--- src/nbce_pkg.sv ---
// Shared types and constants for the nested bracket content extractor.
package nbce_pkg;

	localparam int unsigned ADDR_W = 3;
	localparam int unsigned DATA_W = 32;

	// Register indexes on the configuration port.
	localparam logic REG_BRACKET_KIND = 1'b0;
	localparam logic REG_PAIR_NUMBER  = 1'b1;

	localparam logic [7:0] PAIRS_MAX = 8'd255;

	typedef enum logic [1:0] {
		RK_CONTENT   = 2'd0,
		RK_FOUND     = 2'd1,
		RK_NOT_FOUND = 2'd2
	} result_kind_t;

	typedef enum logic [1:0] {
		BK_ROUND  = 2'd0,
		BK_SQUARE = 2'd1,
		BK_CURLY  = 2'd2,
		BK_ANGLE  = 2'd3
	} bracket_kind_t;

	// Results caused by one input byte: an optional content byte, then an optional status.
	typedef struct packed {
		logic         has_content;
		logic [7:0]   content;
		logic         has_status;
		result_kind_t status;
	} entry_t;

	function automatic logic [7:0] open_char(input bracket_kind_t kind);
		logic [7:0] c;
		unique case (kind)
			BK_ROUND:  c = 8'h28;
			BK_SQUARE: c = 8'h5B;
			BK_CURLY:  c = 8'h7B;
			BK_ANGLE:  c = 8'h3C;
			default:   c = 8'h28;
		endcase
		return c;
	endfunction

	function automatic logic [7:0] close_char(input bracket_kind_t kind);
		logic [7:0] c;
		unique case (kind)
			BK_ROUND:  c = 8'h29;
			BK_SQUARE: c = 8'h5D;
			BK_CURLY:  c = 8'h7D;
			BK_ANGLE:  c = 8'h3E;
			default:   c = 8'h29;
		endcase
		return c;
	endfunction

endpackage

--- src/nested_bracket_content_extractor_top.sv ---
// Top level of the nested bracket content extractor.
// Takes one string byte per cycle and streams the bytes inside the selected top-level
// bracket pair, followed by a found or not-found status transaction; on not-found the
// consumer drops the bytes already streamed. A byte is accepted in every cycle while the
// two-entry result queue has room; a last byte with both a content byte and a not-found
// status takes two output transactions, so the sustained rate is one byte per cycle while
// out_stall is low, set by the single output transaction per cycle. Registers are at byte
// address 0 (bracket kind) and 4 (pair number); write them only while the block is idle.
module nested_bracket_content_extractor_top #(
	parameter int unsigned MAX_DEPTH = 255
) (
	input  logic                          clk,
	input  logic                          arst_n,
	input  logic                          psel,
	input  logic                          penable,
	input  logic                          pwrite,
	input  logic [nbce_pkg::ADDR_W-1:0]   paddr,
	input  logic [nbce_pkg::DATA_W-1:0]   pwdata,
	output logic [nbce_pkg::DATA_W-1:0]   prdata,
	output logic                          pready,
	input  logic                          in_valid,
	output logic                          in_stall,
	input  logic [7:0]                    char_byte,
	input  logic                          last_char,
	output logic                          out_valid,
	input  logic                          out_stall,
	output logic [7:0]                    out_byte,
	output logic [1:0]                    result_kind,
	output logic                          last_result
);

	localparam int unsigned DW = $clog2(MAX_DEPTH + 1);
	localparam logic [DW-1:0] DEPTH_MAX = DW'(MAX_DEPTH);

	nbce_pkg::bracket_kind_t kind_q;
	logic [7:0]              pair_num_q;
	logic [DW-1:0]           depth_q, depth_d;
	logic [7:0]              pairs_q, pairs_d;
	logic                    finished_q, finished_d;
	logic                    ended_q, ended_d;

	logic            cfg_wr;
	logic            in_acc, out_acc, pop;
	nbce_pkg::entry_t ent, head;
	logic            push;

	nbce_pkg::entry_t fifo_q [2];
	logic            wr_ptr_q, rd_ptr_q, phase_q;
	logic [1:0]      cnt_q;

	// Configuration port
	assign pready = 1'b1;
	assign cfg_wr = psel & penable & pwrite;

	always_ff @(posedge clk or negedge arst_n) begin
		if (!arst_n) begin
			kind_q     <= nbce_pkg::BK_ROUND;
			pair_num_q <= 8'd1;
		end else if (cfg_wr) begin
			unique case (paddr[2])
				nbce_pkg::REG_BRACKET_KIND: kind_q <= nbce_pkg::bracket_kind_t'(pwdata[1:0]);
				nbce_pkg::REG_PAIR_NUMBER:  pair_num_q <= pwdata[7:0];
				default: ;
			endcase
		end
	end

	always_comb begin
		prdata = '0;
		unique case (paddr[2])
			nbce_pkg::REG_BRACKET_KIND: prdata[1:0] = kind_q;
			nbce_pkg::REG_PAIR_NUMBER:  prdata[7:0] = pair_num_q;
			default: ;
		endcase
	end

	// Per-byte scan
	always_comb begin
		logic [7:0] op_c, cl_c;
		logic       target;
		logic       fin_next;
		op_c     = nbce_pkg::open_char(kind_q);
		cl_c     = nbce_pkg::close_char(kind_q);
		target   = (pair_num_q != 8'd0) && (pairs_q == pair_num_q);
		depth_d  = depth_q;
		pairs_d  = pairs_q;
		fin_next = finished_q;
		ended_d  = ended_q;
		ent             = '0;
		ent.content     = char_byte;
		ent.status      = nbce_pkg::RK_NOT_FOUND;
		if (!finished_q && !ended_q) begin
			priority if (char_byte == 8'd0) begin
				ended_d = 1'b1;
			end else if (char_byte == op_c) begin
				if (depth_q == '0) begin
					if (pairs_q < nbce_pkg::PAIRS_MAX)
						pairs_d = pairs_q + 8'd1;
				end else if (target) begin
					ent.has_content = 1'b1;
				end
				if (depth_q < DEPTH_MAX)
					depth_d = depth_q + DW'(1);
			end else if (char_byte == cl_c) begin
				if (depth_q != '0) begin
					depth_d = depth_q - DW'(1);
					if (target) begin
						if (depth_d == '0) begin
							fin_next       = 1'b1;
							ent.has_status = 1'b1;
							ent.status     = nbce_pkg::RK_FOUND;
						end else begin
							ent.has_content = 1'b1;
						end
					end
				end
			end else begin
				if (target && depth_q != '0)
					ent.has_content = 1'b1;
			end
		end
		finished_d = fin_next;
		if (last_char) begin
			if (!fin_next) begin
				ent.has_status = 1'b1;
				ent.status     = nbce_pkg::RK_NOT_FOUND;
			end
			depth_d    = '0;
			pairs_d    = '0;
			finished_d = 1'b0;
			ended_d    = 1'b0;
		end
	end

	assign in_stall = (cnt_q == 2'd2);
	assign in_acc   = in_valid & ~in_stall;
	assign push     = in_acc & (ent.has_content | ent.has_status);

	always_ff @(posedge clk or negedge arst_n) begin
		if (!arst_n) begin
			depth_q    <= '0;
			pairs_q    <= '0;
			finished_q <= 1'b0;
			ended_q    <= 1'b0;
		end else if (in_acc) begin
			depth_q    <= depth_d;
			pairs_q    <= pairs_d;
			finished_q <= finished_d;
			ended_q    <= ended_d;
		end
	end

	// Result queue: one entry per byte that causes a result, drained one transaction per cycle while out_stall is low
	assign head      = fifo_q[rd_ptr_q];
	assign out_valid = (cnt_q != 2'd0);

	always_comb begin
		if (head.has_content && !phase_q) begin
			out_byte    = head.content;
			result_kind = nbce_pkg::RK_CONTENT;
			last_result = 1'b0;
		end else begin
			out_byte    = 8'd0;
			result_kind = head.status;
			last_result = 1'b1;
		end
	end

	assign out_acc = out_valid & ~out_stall;
	assign pop     = out_acc & (last_result | ~head.has_status);

	always_ff @(posedge clk) begin
		if (push)
			fifo_q[wr_ptr_q] <= ent;
	end

	always_ff @(posedge clk or negedge arst_n) begin
		if (!arst_n) begin
			wr_ptr_q <= 1'b0;
			rd_ptr_q <= 1'b0;
			phase_q  <= 1'b0;
			cnt_q    <= 2'd0;
		end else begin
			if (push)
				wr_ptr_q <= ~wr_ptr_q;
			if (pop) begin
				rd_ptr_q <= ~rd_ptr_q;
				phase_q  <= 1'b0;
			end else if (out_acc) begin
				// content delivered, status of the same entry still pending
				phase_q <= 1'b1;
			end
			unique case ({push, pop})
				2'b10:   cnt_q <= cnt_q + 2'd1;
				2'b01:   cnt_q <= cnt_q - 2'd1;
				default: cnt_q <= cnt_q;
			endcase
		end
	end

endmodule

--- config.mk ---
export PLATFORM = sky130hd
export DESIGN_NAME = nested_bracket_content_extractor_top
export DESIGN_NICKNAME = d
export VERILOG_FILES = /design/src/nbce_pkg.sv /design/src/nested_bracket_content_extractor_top.sv
export SDC_FILE = /design/constraint.sdc
export NUM_CORES = 1
export LEC_CHECK = 0
export ABC_AREA = 1
export BUFFER_PORTS_ARGS = -buffer_cell sky130_fd_sc_hd__buf_2
export CORE_MARGIN = 5
export CORE_UTILIZATION = 57
export DETAILED_ROUTE_END_ITERATION = 8
export GPL_TIMING_DRIVEN = 0
export PLACE_DENSITY = 0.84
export REMOVE_ABC_BUFFERS = 1
export SYNTH_ARGS = -nofsm -noshare
export SYNTH_HDL_FRONTEND = slang
export SYNTH_SLANG_ARGS = --single-unit
--- constraint.sdc ---
create_clock -name clk -period 7.6 [get_ports clk]
set_clock_uncertainty 0.05 [all_clocks]
set_input_delay 0.38 -clock clk [delete_from_list [all_inputs] [get_ports clk]]
set_output_delay 0.38 -clock clk [all_outputs]
set_load 0.005 [all_outputs]
======== Yosys cells after proc, flatten, opt, wreduce, memory -nomap -nowiden ========
Memories as Yosys holds them, arrays and structs flattened.
Cells that the tools add are included.
storage, ports and cells
  flip-flop bits (word level) ............. 33
  RAM bits ................................ 24
  word-level logic and storage cells ...... 126
  memories kept ........................... 1
memories
  memory  depth  bits a word  read ports  clocked after memory_dff  wr ports  RTL line                                    RTL
  fifo_q  2      12           1           0                         1         nested_bracket_content_extractor_top.sv:47  nbce_pkg::entry_t fifo_q [2];
operators by class
  add/subtract/negate cells ............... 5
  order comparisons ....................... 2
  equality and inequality tests ........... 11
  muxes and demuxes ....................... 55
  bitwise operators ....................... 14
  reduce and logical (&&, ||, !) cells .... 28
operator list
  cell                 number
  $mux 8               14
  $pmux 8 s4           2
  $mux 3               9
  $mux 1               26
  $eq 8x8->1           3
  $logic_not 8->1      3
  $add 8x1->8 const B  2
  $lt 8x8->1 const B   2
  $reduce_bool 2->1    8
  $reduce_bool 8->1    2
  $reduce_and 6->1     2
  $eq 2x2->1 const B   4
  $pmux 2 s2           2
  $sub 8x1->8 const B  1
  $and 1x1->1          6
  $mux 6               1
  $not 1->1            6
  $reduce_bool 3->1    2
  $eq 2x1->1 const B   2
  $logic_and 1x1->1    4
  $reduce_and 2->1     2
  $logic_not 1->1      3
  $ne 3x2->1 const B   1
  $reduce_and 3->1     1
  6 further kinds      7

======== Logic depth before layout (Yosys ltp) ========
Gate-level depths: netlist (run 1).
  depth after elaboration ................. 15
  gate-level depth with buffers ........... 18
  mapped depth without buffers ............ 18

======== Least setup slack after synthesis (run 1) ========
Ideal clock, no wire load.
  path type ............................... reg2reg
  from .................................... register kind_q[0]
  to ...................................... register cnt_q[1]
  arrival time ............................ 2367 ps
  path slack .............................. 5052 ps
  stages on the path, launching flop included .. 18
  path buffers ............................ 0
  clock period less this slack ............ 2548 ps
  cell sequence ........................... dfrtp_1 > inv_1 > ha_1 > inv_1 > nand2_1 > a21oi_1 > nand2_1 > nor2_2 > nand2_1 > nor2_2 > nand2_1 > nand2_1 > nand2_1 > nand2_2 > ha_1 > a21oi_1 > o21ai_0 > xor2_1
between the ends
  word-level cells in the longest chain between the ends .. 13
ends and longest elaborated chain
  what                                                    RTL line                                     RTL
  start: declaration                                      nested_bracket_content_extractor_top.sv:35   nbce_pkg::bracket_kind_t kind_q;
  start signal: assignment                                nested_bracket_content_extractor_top.sv:57   kind_q <= nbce_pkg::BK_ROUND;
  start signal: assignment                                nested_bracket_content_extractor_top.sv:61   nbce_pkg::REG_BRACKET_KIND: kind_q <= nbce_pkg::bracket_kind_t'(pwdata[1:0]);
  $eq 2x2->1 (tied with other cells)                      nbce_pkg.sv:36, nbce_pkg.sv:48
  $pmux 8 s4                                              nbce_pkg.sv:48                               unique case (kind)
  $eq 8x8->1                                              nested_bracket_content_extractor_top.sv:104  end else if (char_byte == cl_c) begin
  $mux 3 / $mux 1 (equally long branches)                 nested_bracket_content_extractor_top.sv:104
  $mux 3 / $mux 1 (equally long branches)                 nested_bracket_content_extractor_top.sv:95   end else if (char_byte == op_c) begin
  $mux 3 / $mux 1 (equally long branches)                 nested_bracket_content_extractor_top.sv:93   priority if (char_byte == 8'd0) begin
  $mux 3 / $mux 1 (equally long branches)                 nested_bracket_content_extractor_top.sv:92   if (!finished_q && !ended_q) begin
  $mux 3                                                  nested_bracket_content_extractor_top.sv:124  if (!fin_next) begin
  $mux 3                                                  nested_bracket_content_extractor_top.sv:123  if (last_char) begin
  $or 1x1->1 (*)                                          nested_bracket_content_extractor_top.sv:137  assign push = in_acc & (ent.has_content | ent.has_status);
  $and 1x1->1 (*)                                         nested_bracket_content_extractor_top.sv:137
  $eq 2x1->1 / $eq 2x2->1 (equally long branches)         nested_bracket_content_extractor_top.sv:193  unique case ({push, pop})
  $pmux 2 s2 / $reduce_bool 2->1 (equally long branches)  -
  end signal: assignment                                  nested_bracket_content_extractor_top.sv:194  2'b10: cnt_q <= cnt_q + 2'd1;
  end signal: assignment                                  nested_bracket_content_extractor_top.sv:195  2'b01: cnt_q <= cnt_q - 2'd1;
  end signal: assignment                                  nested_bracket_content_extractor_top.sv:196  default: cnt_q <= cnt_q;
  end: declaration                                        nested_bracket_content_extractor_top.sv:49   logic [1:0] cnt_q;
Mark *: on every way between the ends. The rest lies on a longest branch, timed or not. The select of a mux whose other input is x is not followed.
A chain may end at the register's enable or synchronous reset.

======== Worst setup path after layout (run 1) ========
Same ends and word-level chain as after synthesis.

==> impl_metrics.yaml, run 1 <==
die:
  rows: 29
  die_area_um2: 8120
  dieHeight_um: 90.1
  die_w_um: 90.1
  io_pins: 97
  design.core.area_um2: 6310
  floorplan.initialDensity: 0.579
sta:
  rsz0062_at_grt: "no"
  finalHoldWorstSlack_ns: 0.0494
  fin_crit_sh: 0.391
  hold_violations: 0
  worst_pin_slew_ns: 0.999
  drv_slew: 0
  setup_ws_ns: 4.63
  finalCriticalPeriod_ns: 2.97
  setup_tns_ns: 0
  max_freq_ghz: 0.336
  setup_viol: 0
  maxSlewHeadroom: 0.332
drt:
  met1Wirelength_um: 3050
  firstDrtPassIters: 4
  vias: 2937
  met2_length_um: 3680
  wl_met3_um: 435
  highest_layer: "met4"
  drc: 0
  detail-route-antenna-nets: 0
  drt_wl_total_um: 7290
  wire_per_inst_um: 12.4
  initialDrtViolationCount: 145
  drt-vias-per-instance: 4.99
power:
  p_leak_uw: 0.00202
  powerDensity_nw_per_um2: 297
  vdd_drop_max_mv: 0.194
cts:
  cts_buffers: 9
  cts_resized: 0
  worstSkewPairLatency_ns: 0.34
  clockBufferDepth: 2
  path_clk_slew_ns: 0.07
  hold_buffers: 0
  cts_sinks: 57
  cts-root-buf: "clkbuf_8"
  cts_tree: "done"
  h-tree-depth: 3
  cts_setup_buffers: 0
cells_and_area:
  fillCellCount: 551
  utilization: 0.633
  drive_gt1_frac: 0.178
  area_growth_pct: 9.30
  design_area_um2: 4000
  antenna_cells: 0
  nNetsFinal: 567
synth:
  async_reset_ff_frac: 0.579
  synth_compound_area_frac: 0.0886
  yosys_warnings: 0
  synthXorXnorAreaFrac: 0.0407
  synth_top_family_by_area: "simple AND/OR/NAND/NOR gates"
  syn_area_per_cell_um2: 7.88
  synthCells: 464
  synthTopCellsByCount: "nand2_1 (148), inv_1 (57), nor2_1 (42)"
  yosys.area_share.simple: 0.272
  ys_seq_area_frac: 0.423
  synth.area.mux_share: 0.00923
  synth_ff_type: "dfrtp_1"
  ys_seq_elements: 57
  synth_most_common_cell: "nand2_1"
  synth_cell_types: 39
  synth_top_area_cell: "dfrtp_1"
  yosys.area_share.adder: 0.0308
  synth_top_area_share: 0.219
  syn_area_um2: 3660
  synth-edff-count: 24
  synthTopCellsByArea: "dfrtp_1 (22%), edfxtp_1 (20%), nand2_1 (15%), inv_1 (5.8%), buf_4 (5.1%)"
critical_path:
  cp_max_fo: 5
  crit_path_cell_trace: "inv_1 -> ha_1 -> inv_1 -> nand2_1 -> a21oi_1 -> nand2_1 -> nor2_2 -> nand2_1 -> nor2_2 -> nand2_1 -> nand2_1 -> nand2_1 -> nand2_2 -> ha_1 -> a21oi_1 -> o21ai_0 -> xor2_1"
  path_buf_inv: 2
  start_kind: "register"
  rrSetupSlack_ns: 4.63
  required_ns: 7.77
  critPathMaxStageDelay_ns: 0.44
  cp-end-kind: "register"
  arrival_ns: 3.14
  path_common_cell: "nand2_1"
  cp_slowest_cell: "dfrtp_1"
  path_depth: 17
  worst_r2r_path_depth: 17
  cpLargestDelayFamily: "simple AND/OR/NAND/NOR gates"
  path_class: "register to register"
placement:
  gp_congestion: 0.873
  port-buffer-count: 45
  dp_hpwl_um: 5430
  pre_cts_ws_ns: 4.64
  dpl-instance-area_um2: 3790
global_route:
  track_usage: 0.188
  first_global_vias: 2881
  grt_max_degree: 34
  antenna_found_initial: 0
  grt_first_pass_wirelength_um: 12800
  overflow: 0
hold_path:
  hp-class: "input pin to async pin"
run:
  maxCapViolCount: 0
run_status:
  status: "completed"
[cells in the final DEF (no fill, tap or decap)]
master / count
inv_2: 1
clkinv_4: 2
nand4_1: 6
a21oi_2: 3
o211a_1: 2
o21ai_0: 13
dfrtp_1: 32
o22ai_1: 1
ha_1: 9
inv_1: 57
dfstp_2: 1
or2_2: 2
conb_1: 25
nand3b_1: 2
buf_2: 45
nand2_4: 2
nor2_4: 3
nand2_1: 148
nor2_2: 5
nand2_2: 2
and3_1: 1
nor3_1: 1
a31oi_1: 1
nand3_4: 1
clkinvlp_4: 2
bufinv_16: 1
nor2_1: 42
xor2_1: 9
clkbuf_8: 10
edfxtp_1: 24
a21oi_1: 21
o21ai_1: 1
mux2_2: 3
nand4_4: 1
xnor2_1: 8
o21ai_2: 6
o31ai_1: 5
nand3_1: 13
clkinv_2: 1
[layer usage]
metal / track usage / up-vias
li1: - / 1503
met4: 0.0583 / 0
met3: 0.0634 / 17
met1: 0.214 / 1349
met2: 0.330 / 68
met5: 0 / -
[logic make-up (layout without fill, tap and decap cells)]
kind of cell	Yosys count	after routing
buffers and inverters	94	119
other	2	25
AND/OR/NAND/NOR	229	229
adder cells (fa/ha/maj)	9	9
AO/OA/AOI/OAI	53	53
multiplexers	3	3
XOR/XNOR	17	17
flip-flops	57	57
[worst paths after layout]
path	endpoint	from
min in group clk	pair_num_q[3]	pwdata[3]
max in group asynchronous	kind_q[1]	arst_n
worst min-delay path	depth_q[3]	arst_n
worst max register to register	cnt_q[1]	kind_q[0]
worst max-delay path	cnt_q[1]	kind_q[0]
worst min register to register	wr_ptr_q	wr_ptr_q
[through the flow]
stage	total power [uW]	std cells
6_report	1190	589
5_1_grt	1290	589
4_1_cts	1200	589
3_5_place_dp	908	573
3_3_place_gp	885	573
2_1_floorplan	780	451
[layout make-up]
| cell class | count | area (um^2) | share of cell area |
|---|---|---|---|
| multi-input combinational | 336 | 1710 | 0.427 |
| sequential | 57 | 1550 | 0.387 |
| timing repair buffer | 45 | 225 | 0.0563 |
| inverter | 58 | 218 | 0.0544 |
| clock buffer | 10 | 138 | 0.0344 |
| tap | 77 | 96.3 | 0.0241 |
| clock inverter | 6 | 67.6 | 0.0169 |
[state kept, by name, summed over array words and instances, names as in the netlist]
| signal | count |
|---|---|
| pair_num_q | 8 |
| cnt_q | 2 |
| finished_q | 1 |
| ended_q | 1 |
| rd_ptr_q | 1 |
| depth_q | 8 |
| phase_q | 1 |
| pairs_q | 8 |
| wr_ptr_q | 1 |
| kind_q | 2 |
| fifo_q | 24 |
[worst reg2reg max path: cells and delay by family, from the launching register on]
family | cells | cell delay [ns]
adders and majority gates | 2 | 0.60
xor gates and xnor gates | 1 | 0.16
buffers and inverters | 2 | 0.20
AOI/OAI and AO/OA | 3 | 0.51
DFF | 1 | 0.44
and+or+nand+nor | 9 | 0.91
[where the power goes]
part           switching, uW  internal, uW
clock                    126           160
sequential              76.3           383
combinational            270           173
No activity file was read; power rests on OpenSTA's default activity.
==> run 2: changes to the inputs <==
--- a/config.mk
+++ b/config.mk
@@ -8,10 +8,10 @@
 export ABC_AREA = 1
 export BUFFER_PORTS_ARGS = -buffer_cell sky130_fd_sc_hd__buf_2
 export CORE_MARGIN = 5
-export CORE_UTILIZATION = 57
+export CORE_UTILIZATION = 48
 export DETAILED_ROUTE_END_ITERATION = 8
 export GPL_TIMING_DRIVEN = 0
-export PLACE_DENSITY = 0.84
+export PLACE_DENSITY = 0.76
 export REMOVE_ABC_BUFFERS = 1
 export SYNTH_ARGS = -nofsm -noshare
 export SYNTH_HDL_FRONTEND = slang
==> constraint.sdc (replaced) <==
create_clock -name clk -period 2.7 [get_ports clk]
set_clock_uncertainty 0.05 [all_clocks]
set_input_delay 0.135 -clock clk [delete_from_list [all_inputs] [get_ports clk]]
set_output_delay 0.135 -clock clk [all_outputs]
set_load 0.005 [all_outputs]
==> run 2 against run 1 <==
Effect of this change:
- count of clock-buffer cells in the layout unchanged
- clock power increased to 2.9 times the previous value
- total power increased to 2.9 times the previous value
- setup slack got worse by 4.6 ns
- via count increased by 1.2%
- first-iteration DRC count decreased by 24%
- sequential power increased to 2.8 times the previous value
- critical path depth decreased by 3
- combinational power increased to 3.0 times the previous value
- register-to-register slack got worse by 4.6 ns
- critical path type unchanged
==> impl_metrics.yaml, run 2 (same netlist as run 1, synthesis figures left out) <==
placement:
  dp.cells: 595
  dpl-instance-area_um2: 3820
  port-buffer-count: 45
  gp_congestion: 0.881
  dp_hpwl_um: 5410
global_route:
  first_global_vias: 2861
  grt_first_pass_wirelength_um: 12900
  grt_max_degree: 34
  overflow: 0
  antenna_found_initial: 0
  track_usage: 0.164
cells_and_area:
  area_growth_pct: 16.0
  nNetsFinal: 584
  design_area_um2: 4240
  layout_commonest_cell: "nand2_1"
  drive_gt1_frac: 0.191
  antenna_cells: 0
  largest_reg_flops: 24
  final_cell_count_no_fill: 628
  top_register: "fifo_q"
  mostFrequentLayoutCells: "nand2_1 (148), inv_1 (54), buf_2 (45)"
sta:
  hold_violations: 0
  drv_slew: 0
  finalHoldWorstSlack_ns: 0.0262
  rsz0062_at_grt: "yes"
  setup_viol: 0
  maxSlewHeadroom: 0.492
  finalCriticalPeriod_ns: 2.63
  fin_crit_sh: 0.975
  worst_pin_slew_ns: 0.763
  setup_tns_ns: 0
  max_freq_ghz: 0.380
critical_path:
  rrSetupSlack_ns: 0.07
  worst_r2r_path_depth: 14
  start_kind: "register"
  endpoint: "fifo_q[1][9]"
  required_ns: 2.62
  timing.critical_path.from: "depth_q[0]"
  rr_endpoint: "fifo_q[1][9]"
  cp_max_fo: 12
  path_class: "register to register"
  cp-end-kind: "register"
  r2r_start: "depth_q[0]"
  arrival_ns: 2.56
drt:
  wire_per_inst_um: 12.0
  firstDrtPassIters: 4
  vias: 2973
  met1Wirelength_um: 3370
  wl_met3_um: 449
  met2_length_um: 3610
  drt-vias-per-instance: 4.73
  detail-route-antenna-nets: 0
  drt_wl_total_um: 7550
  highest_layer: "met4"
  initialDrtViolationCount: 110
  drc: 0
power:
  vdd_drop_max_mv: 0.382
  powerDensity_nw_per_um2: 812
  p_leak_uw: 0.00210
cts:
  path_clk_slew_ns: 0.07
  cts_sinks: 57
  worstSkewPairLatency_ns: 0.34
  cts-root-buf: "clkbuf_8"
  cts_buffers: 9
  h-tree-depth: 3
  cts_tree: "done"
  clockBufferDepth: 2
die:
  rows: 31
  die_w_um: 97.3
  die_area_um2: 9470
  design.core.area_um2: 7330
  io_pins: 97
  floorplan.initialDensity: 0.499
  dieHeight_um: 97.3
run_status:
  status: "completed"
run:
  maxCapViolCount: 0
hold_path:
  hp-class: "input pin to register"
[run 2: cell count changes in the layout (fill, tap and decap cells not counted), moves of 2 or more]
cell           change
buf_4              +2
clkinv_4           -2
dlygate4sd3_1     +14
inv_1              -3
inv_2              +2
nor2_4             +2
[run 2: worst min path at each step]
stage	start	end	depth (start not counted)	slack (ns)
floorplan	arst_n	cnt_q[0]	0	-0.21
global placement	arst_n	depth_q[3]	1	0.20
detailed placement	arst_n	depth_q[0]	1	0.21
CTS	char_byte[2]	fifo_q[0][5]	1	0.007
global route	char_byte[2]	fifo_q[0][5]	1	0.02
finish	char_byte[2]	fifo_q[1][5]	1	0.03
[run 2: routing by layer]
layer,vias to the layer above,global-route usage
li1,1531,-
met1,1359,0.204
met2,72,0.277
met3,11,0.0424
met4,0,0.0554
met5,-,0
[run 2: report_power, final]
part           switching (uW)  internal, uW
Sequential                214          1080
Combinational             779           530
Clock                     361           481
Total                    1350          2090
[run 2: per-stage QoR]
step	power [uW]	util	setup WS, ns
after global placement	2500	0.521	-0.183
after floorplan	2200	-	0.152
after detailed placement	2550	0.521	-0.209
final	3440	0.579	0.0672
after CTS	3440	0.575	0.0144
after global routing	3730	0.579	-0.199
[run 2: critical path: stages, from the launching register on]
cell and delay [ns]:
dfrtp_1 0.42, inv_1 0.17, ha_1 0.20, inv_1 0.06, nor2_1 0.17, nand2_1 0.12, nand2_1 0.10, nor2_1 0.05
nand2_1 0.10, nor2_4 0.06, nand2_1 0.05, nand2_1 0.07, nand2_1 0.09, nand2_2 0.08, nor2_2 0.48
[run 2: timing repair]
action / 4_1_cts / 5_1_grt
buffers inserted: 2 / 1
hold buffers: 14 / 0
endpoints found under the hold margin: 50 / 0
pin swaps: 1 / 1
endpoints found under the setup margin: 20 / 25
gates resized for setup: 5 / 4
[run 2: final cells by class]
type                       instances  area (um^2)
clock inverter                     6         63.8
sequential                        57         1550
inverter                          58          221
clock buffer                      10          149
multi-input combinational        336         1740
fill                             672         3090
timing repair buffer              62          400
tap                               99          124
==> run 3: changes to the inputs <==
--- a/config.mk
+++ b/config.mk
@@ -5,13 +5,12 @@
 export SDC_FILE = /design/constraint.sdc
 export NUM_CORES = 1
 export LEC_CHECK = 0
-export ABC_AREA = 1
 export BUFFER_PORTS_ARGS = -buffer_cell sky130_fd_sc_hd__buf_2
 export CORE_MARGIN = 5
-export CORE_UTILIZATION = 48
+export CORE_UTILIZATION = 47
 export DETAILED_ROUTE_END_ITERATION = 8
 export GPL_TIMING_DRIVEN = 0
-export PLACE_DENSITY = 0.76
+export PLACE_DENSITY = 0.75
 export REMOVE_ABC_BUFFERS = 1
 export SYNTH_ARGS = -nofsm -noshare
 export SYNTH_HDL_FRONTEND = slang
==> run 3 against run 2 <==
Effect of this change:
- the run now ends with setup timing left
- cell count fell by 20%
- total power rose by 5.5%
- clock power rose by 18%
- register-to-register slack got worse by 0.08 ns
- setup slack got worse by 0.083 ns
- synthesized cell count fell by 30%
- count of clock-buffer cells in the layout rose by 1
- largest cell class unchanged
- largest power group is now registers
==> impl_metrics.yaml, run 3 <==
run_status:
  status: "finished with violations"
  failed_checks: "setup timing"
cells_and_area:
  top_register: "fifo_q"
  ff_latch_area_um2: 1550
  layout_commonest_cell: "buf_2"
  multi_input_area_um2: 1830
  nNetsFinal: 461
  area_growth_pct: 28.8
  fillCellCount: 520
  drive_gt1_frac: 0.298
  mostFrequentLayoutCells: "buf_2 (45), nor2_1 (32), dfrtp_1 (29)"
  largest_reg_flops: 24
  antenna_cells: 0
critical_path:
  start_kind: "register"
  cp_max_fo: 3
  required_ns: 2.85
  path_buf_inv: 2
  rrSetupSlack_ns: -0.02
  rr_endpoint: "pairs_q[5]"
  path_class: "register to register"
  crit_path_cell_trace: "inv_2 -> buf_12 -> ha_4 -> xnor2_2 -> or4_4 -> o41a_4 -> or4_4 -> xor2_1 -> nor2_1"
  critPathMaxStageDelay_ns: 0.55
  worst_r2r_path_depth: 9
  cp_slowest_cell: "or4_4"
  arrival_ns: 2.87
  cpLargestDelayFamily: "simple AND/OR/NAND/NOR gates"
  r2r_start: "kind_q[1]"
  cp-end-kind: "register"
  path_common_cell: "or4_4"
drt:
  vias: 2674
  initialDrtViolationCount: 133
  detail-route-antenna-nets: 0
  firstDrtPassIters: 4
  drc: 0
  drt-vias-per-instance: 5.33
  wire_per_inst_um: 16.2
  drt_wl_total_um: 8120
synth:
  synth-edff-count: 24
  yosys_warnings: 0
  synth_ff_type: "dfrtp_1"
  syn_area_um2: 3370
  synthTopCellsByArea: "dfrtp_1 (24%), edfxtp_1 (21%), buf_4 (5.6%), nor2_1 (3.9%), mux2i_1 (3.9%)"
  synthCells: 324
  synth_cell_types: 60
  async_reset_ff_frac: 0.579
  synth_top_area_share: 0.238
  synthTopCellsByCount: "nor2_1 (35), dfrtp_1 (32), buf_4 (25)"
  ys_seq_area_frac: 0.460
  synth_top_area_cell: "dfrtp_1"
  ys_seq_elements: 57
  syn_area_per_cell_um2: 10.4
  synth_most_common_cell: "nor2_1"
die:
  die_w_um: 94.6
  dieHeight_um: 94.6
  design.core.area_um2: 6870
  floorplan.initialDensity: 0.490
  io_pins: 97
  rows: 30
  die_area_um2: 8950
sta:
  finalHoldWorstSlack_ns: 0.0397
  setup_ws_ns: -0.0155
  max_freq_ghz: 0.368
  setup_viol: 1
  maxSlewHeadroom: 0.308
  worst_pin_slew_ns: 1.04
  drv_slew: 0
  finalCriticalPeriod_ns: 2.72
  hold_violations: 0
  fin_crit_sh: 1.01
  rsz0062_at_grt: "yes"
global_route:
  overflow: 0
  grt_max_degree: 34
  first_global_vias: 2720
  grt_busiest_layer: "met2"
  use_met2: 0.324
  grtUsageMet1: 0.225
  grt_first_pass_wirelength_um: 13000
  grtUsageMet3: 0.0454
  antenna_found_initial: 0
  track_usage: 0.190
cts:
  h-tree-depth: 3
  clockBufferDepth: 2
  cts_tree: "done"
  cts-root-buf: "clkbuf_8"
  cts_sinks: 57
  path_clk_slew_ns: 0.07
  worstSkewPairLatency_ns: 0.35
  cts_buffers: 9
hold_path:
  hp-class: "input pin to register"
  holdPathStages: 1
  hp-start: "char_byte[7]"
  min_to: "fifo_q[1][10]"
placement:
  gp_congestion: 0.890
  dp_hpwl_um: 4970
  pre_cts_ws_ns: -0.613
  port-buffer-count: 45
power:
  vdd_drop_max_mv: 0.340
  p_leak_uw: 0.00185
  powerDensity_nw_per_um2: 838
run:
  maxCapViolCount: 0
run 3: worst max-delay path by stage:
stage	to	cells past startpoint	from	slack, ns
detailed placement	depth_q[3]	8	kind_q[0]	-0.61
global route	pairs_q[5]	9	kind_q[1]	-0.11
global placement	depth_q[5]	8	kind_q[0]	-0.62
CTS	pairs_q[5]	9	kind_q[1]	-0.006
finish	pairs_q[5]	9	kind_q[1]	-0.02
floorplan	pairs_q[5]	8	kind_q[0]	-0.17
run 3: layout make-up:
| type | count | share of cell area |
|---|---|---|
| Multi-Input combinational cell | 243 | 0.421 |
| Sequential cell | 57 | 0.358 |
| Timing Repair Buffer | 77 | 0.126 |
| Clock buffer | 11 | 0.0326 |
| Tap cell | 96 | 0.0277 |
| Clock inverter | 5 | 0.0237 |
| Inverter | 13 | 0.0113 |
run 3: through the flow:
stage               total power [uW]   util  instance area, um^2  cells  setup TNS [ns]
floorplan                       2040      -                 3230    313          -0.210
global placement                2340  0.520                 3570    454          -14.33
detailed placement              2380  0.520                 3570    454          -15.76
CTS                             3580  0.615                 4220    497        -0.00599
global route                    3850  0.631                 4340    502          -0.839
finish                          3630  0.631                 4340    502         -0.0155
run 3: cells by family after synthesis:
family | share of synthesized area
buf+inv | 0.0810
simple gates | 0.181
flops | 0.460
mux | 0.0721
xor+xnor | 0.0725
other cells | 0.00223
compound gates | 0.0974
fa+ha+maj | 0.0335
run 3: per-layer routing:
layer | share of wire | wire length, um
met1 | 0.41 | 3350
met2 | 0.52 | 4250
met3 | 0.049 | 395
met4 | 0.016 | 128
met5 | 0 | 0
run 3: repair_timing:
action / in CTS / in global routing
buffers inserted: 12 / 5
hold endpoints to repair: 54 / 0
resized for setup: 26 / 13
hold buffers: 15 / 0
pin swaps: 7 / 8
endpoints found under the setup margin: 47 / 20
run 3: where the power goes:
part	internal (uW)	switching, uW	total, uW
clock network	637	357	994
logic	636	671	1310
registers	1080	249	1330
